File: config.mk
export PLATFORM = sky130hd
export DESIGN_NAME = sawc_ctrl
export DESIGN_NICKNAME = d
export VERILOG_FILES = /design/src/sv/sawc_pkg.sv /design/src/sv/sawc_ctrl.sv
export SDC_FILE = /design/constraint.sdc
export NUM_CORES = 1
export LEC_CHECK = 0
export BUFFER_PORTS_ARGS = -buffer_cell sky130_fd_sc_hd__buf_2
export CAP_MARGIN = 20
export CORE_MARGIN = 4
export CORE_UTILIZATION = 45
export CTS_CLUSTER_DIAMETER = 40
export DETAILED_ROUTE_END_ITERATION = 6
export GPL_TIMING_DRIVEN = 0
export PLACE_DENSITY = 0.78
export RECOVER_POWER = 25
export SKIP_LAST_GASP = 1
export SLEW_MARGIN = 20
export SYNTH_ARGS = -nofsm -noshare
export SYNTH_HDL_FRONTEND = slang
export SYNTH_SLANG_ARGS = --single-unit
File: constraint.sdc
create_clock -name clk -period 3.7 [get_ports clk]
set_clock_uncertainty 0.15 [all_clocks]
set_input_delay 0.185 -clock clk [delete_from_list [all_inputs] [get_ports clk]]
set_output_delay 0.185 -clock clk [all_outputs]
set_load 0.005 [all_outputs]
File: src/sv/sawc_pkg.sv
// Shared package for the set-associative write-back cache.
// Holds default sizes, command and size codes, FSM states and control structs.
// No dependencies.
package sawc_pkg;

  localparam int LINE_OFFSET_BITS = 4;
  localparam int SET_INDEX_BITS   = 4;
  localparam int WAYS             = 4;
  localparam int MEM_ADDR_BITS    = 16;

  typedef enum logic [1:0] {
    CMD_READ  = 2'd0,
    CMD_WRITE = 2'd1,
    CMD_FLUSH = 2'd2,
    CMD_BAD   = 2'd3
  } cmd_t;

  localparam logic [1:0] SZ_BYTE = 2'd0;
  localparam logic [1:0] SZ_HALF = 2'd1;
  localparam logic [1:0] SZ_WORD = 2'd2;
  localparam logic [1:0] SZ_BAD  = 2'd3;

  localparam logic [31:0] BYTE_MASK = 32'hff;
  localparam logic [31:0] HALF_MASK = 32'hffff;

  typedef enum logic [3:0] {
    ST_CLEAR,
    ST_IDLE,
    ST_TRD,
    ST_TCHK,
    ST_VICT,
    ST_MRD,
    ST_MLAT,
    ST_WB,
    ST_FILL,
    ST_UPD,
    ST_BYTES,
    ST_FLCHK,
    ST_FLNEXT,
    ST_DONE
  } state_t;

  typedef struct packed {
    logic clr_step;
    logic latch_in;
    logic scan_rd;
    logic scan_chk;
    logic pick_victim;
    logic mlat;
    logic wb_step;
    logic fill_step;
    logic upd;
    logic byte_step;
    logic fl_sel;
    logic fl_next;
    logic done_load;
  } ctrl_t;

  typedef struct packed {
    logic clr_last;
    logic in_flush;
    logic in_err;
    logic hit_now;
    logic scan_last;
    logic need_wb;
    logic cnt_last;
    logic byte_last;
    logic fl_dirty;
    logic fl_last;
    logic is_flush;
    logic out_free;
  } stat_t;

endpackage

File: src/sv/sawc_ctrl.sv
// Controller FSM of the cache: sequences memory clear, lookup, write-back, fill, access and flush.
// Depends on sawc_pkg.
module sawc_ctrl (
  input  logic            clk,
  input  logic            rst_n,
  input  logic            in_valid,
  output logic            in_ready,
  input  sawc_pkg::stat_t stat,
  output sawc_pkg::ctrl_t ctrl
);
  import sawc_pkg::*;

  state_t state_r, state_nxt;

  always_ff @(posedge clk) begin
    if (!rst_n) begin
      state_r <= ST_CLEAR;
    end else begin
      state_r <= state_nxt;
    end
  end

  always_comb begin
    state_nxt = state_r;
    case (state_r)
      ST_CLEAR:  if (stat.clr_last) state_nxt = ST_IDLE;
      ST_IDLE: begin
        if (in_valid) begin
          if (stat.in_flush) state_nxt = ST_FLCHK;
          else if (stat.in_err) state_nxt = ST_DONE;
          else state_nxt = ST_TRD;
        end
      end
      ST_TRD:    state_nxt = ST_TCHK;
      ST_TCHK: begin
        if (stat.hit_now) state_nxt = ST_UPD;
        else if (stat.scan_last) state_nxt = ST_VICT;
        else state_nxt = ST_TRD;
      end
      ST_VICT:   state_nxt = stat.need_wb ? ST_MRD : ST_FILL;
      ST_MRD:    state_nxt = ST_MLAT;
      ST_MLAT:   state_nxt = ST_WB;
      ST_WB:     if (stat.cnt_last) state_nxt = stat.is_flush ? ST_FLNEXT : ST_FILL;
      ST_FILL:   if (stat.cnt_last) state_nxt = ST_UPD;
      ST_UPD:    state_nxt = ST_BYTES;
      ST_BYTES:  if (stat.byte_last) state_nxt = ST_DONE;
      ST_FLCHK:  state_nxt = stat.fl_dirty ? ST_MRD : ST_FLNEXT;
      ST_FLNEXT: state_nxt = stat.fl_last ? ST_DONE : ST_FLCHK;
      ST_DONE:   if (stat.out_free) state_nxt = ST_IDLE;
      default:   state_nxt = ST_CLEAR;
    endcase
  end

  always_comb begin
    ctrl = '0;
    in_ready = 1'b0;
    case (state_r)
      ST_CLEAR:  ctrl.clr_step = 1'b1;
      ST_IDLE: begin
        in_ready = 1'b1;
        ctrl.latch_in = in_valid;
      end
      ST_TRD:    ctrl.scan_rd = 1'b1;
      ST_TCHK:   ctrl.scan_chk = 1'b1;
      ST_VICT:   ctrl.pick_victim = 1'b1;
      ST_MLAT:   ctrl.mlat = 1'b1;
      ST_WB:     ctrl.wb_step = 1'b1;
      ST_FILL:   ctrl.fill_step = 1'b1;
      ST_UPD:    ctrl.upd = 1'b1;
      ST_BYTES:  ctrl.byte_step = 1'b1;
      ST_FLCHK:  ctrl.fl_sel = 1'b1;
      ST_FLNEXT: ctrl.fl_next = 1'b1;
      ST_DONE:   ctrl.done_load = stat.out_free;
      default:   ctrl = '0;
    endcase
  end
endmodule

==> run metrics <==
status finished, final reports clean; via count 769; nets between 100 and 150; Ports 29; post-synthesis net count around 100; clock power share between 8 and 9%; routability cong. roughly 0.86; Tightest Pin Transition 0.573 ns; cts hold-fix bufs 0; post-CTS setup buffer count 0; R2R Path Start state_r[1]; vias in the first global route around 710; worst path arrival time around 1.8 ns; gr ovfl total 0; Mapped Avg Cell Area 6.81 sq um; Die Ht roughly 44 um; Synth cell types 38; FF-to-FF path depth 6; Synth Flop Type dfxtp_1; Final setup viols 0; Routed Antenna Nets 0; Worst Setup SP state_r[1]; Max clock buf depth 2; layout cells sized above 1 between 30% and 40%; max_slew headroom a little over 60%; multiplexer area fraction after synthesis 1.67%; CTS tree built; post-synthesis instance total 88; Setup CP Type flip-flop to output port; crit-path max FO 10; worst path required time around 3.4 ns; antenna diode count 0; DR iter-0 viols 33; Final Hold Fails 0; post-synthesis adder-cell area fraction 0%; crit path capture type output port; min-delay src rst_n; clock-pin slew on the worst setup and hold paths about 0.040 ns; Num CTS Buffers 3; FILL cells ~120; top post-synthesis cells by area dfxtp_1 13%, nor3_1 7.5%, nand2b_1 6.3%, a32o_1 5.0%, inv_1 5.0%; Int Pwr 0.302 mW; DRC Markers 0; post-cts gate resize count 0; VDD IR-drop max between 0.3 and 0.4 mV; die area 1980 sq um; Die W roughly 44 um; Top Registers state_r (4); Synth warnings 0; initial antenna violation count 0; Leakage 0.382 nW; first-pass GRT wire length around 2.9 mm; ys async rst share 0%; Placement Setup Slack approximately 1.9 ns; later-pin clock latency in the skew report 0.23 ns; largest family of logic cells by synthesized area simple AND/OR/NAND/NOR gates; largest net degree at the start of global routing 11; P_sw 0.297 mW; Hold Path Depth 3; routed wire length around 1.7 mm; RSZ-0062 raised after global routing false; Max Fclk 480 MHz; drt pass-1 iters 4; CTS Root Cell clkbuf_4; most common cell after layout, fill and taps aside buf_2; Tmin final about 2.1 ns; Final Max Slew Viols 0; pwr dens about 780 nW/um^2; WHS 0.103 ns; leading area contributor after synthesis dfxtp_1; Vias/cell 5.78; Buffers on Ports 28; commonest cells after routing, fill and taps aside 28 x buf_2, 9 x nor3_1, 8 x nand2_1, 8 x nor2_1, 8 x inv_1; Post-Synth XOR/XNOR Area 0%; simple-gate portion of the synthesized area between 40% and 50%; Tot GR Track Use 18.9%; total core area ~1200 sq um; switching share of total power roughly half; register bit total from synthesis 4; starting density of the core between 50% and 60%; synthesized area between 500 and 600 sq um; drt wl/cell roughly 13 um; Area growth, synth to finish 28.8%; worst hold path type input port to flip-flop; max reg flops 4; period utilization 56.3%; detailed placer's ending HPWL between 1 and 1.5 mm; compound-gate portion of the synthesized area about 30%; sequential area share after synthesis about an eighth; CTS H-tree lvls 1; max_cap viols 0; Seq pwr share between 10 and 15%; fin worst setup slack between 1.5 and 2 ns; number of flops mapped to enable cells by yosys 0; clk sinks 4; Yosys top cell area share about an eighth; Std-Cell Rows 12; combinational power share 76.9%; nature of the critical path startpoint flip-flop; setup total negative slack 0 ns; Most flops, register state_r
==> cell type report <==
| cell class | instances | area [sq um] | share of cell area [%] |
|---|---|---|---|
| Sequential cell | 4 | 80.1 | 10.4 |
| Clock buffer | 3 | 22.5 | 2.92 |
| Inverter | 8 | 30.0 | 3.89 |
| Tap cell | 14 | 17.5 | 2.27 |
| Buffer | 8 | 51.3 | 6.65 |
| Multi-Input combinational cell | 68 | 433 | 56.1 |
| Timing Repair Buffer | 28 | 138 | 17.8 |
==> cells in the mapped netlist, types with 2 or more instances <==
cell type  count
dfxtp_1        4
a21oi_1        2
and3b_1        2
nand2_1        8
inv_1          8
o32ai_1        2
o21ai_0        3
buf_4          2
buf_2          3
buf_6          2
nand2b_1       6
nor2_1         8
a32o_1         3
a211oi_1       2
nor3b_1        2
nor3_1         9
==> critical path: stages, from the launching register on <==
cell      delay, ns
dfxtp_1        0.37
clkbuf_1       0.34
clkbuf_1       0.39
nor3_1         0.13
and2_1         0.18
buf_2          0.12
==> per-stage QoR <==
stage	cell area, sq um	std cells	util [%]	power, mW
after floorplan	599	88	-	0.426
after global placement	757	130	63.8	0.543
after detailed placement	757	130	63.8	0.547
after CTS	779	133	65.7	0.603
after global routing	772	133	65.1	0.658
final	772	133	65.1	0.599
==> power groups by stage <==
stage	Combinational, mW	Clock [mW]	Sequential [mW]
after floorplan	0.347	0	0.0784
after global placement	0.457	0	0.0859
after detailed placement	0.461	0	0.0863
after CTS	0.463	0.0537	0.0857
after global routing	0.512	0.0578	0.0880
final	0.461	0.0518	0.0863
==> cells by family after synthesis <==
logic type             count (synthesis)
AND/OR/NAND/NOR                       44
AO/OA/AOI/OAI                         23
buffers and inverters                 16
flip-flops                             4
multiplexers                           1
==> final timing paths <==
path / endpoint / slack, ns
setup / recovery: ctrl[11] / 1.62
hold / removal: state_r[0] / 0.10
setup reg to reg: state_r[2] / 1.73
hold reg to reg: state_r[0] / 0.61
==> routing by layer <==
| metal | routed length [um] | track usage (%) |
|---|---|---|
| met1 | 806 | 26.8 |
| met4 | 0 | 1.81 |
| met2 | 801 | 29.8 |
| met3 | 112 | 4.47 |
| met5 | 0 | 0 |
Note: power is estimated with default switching activity, not from simulation.
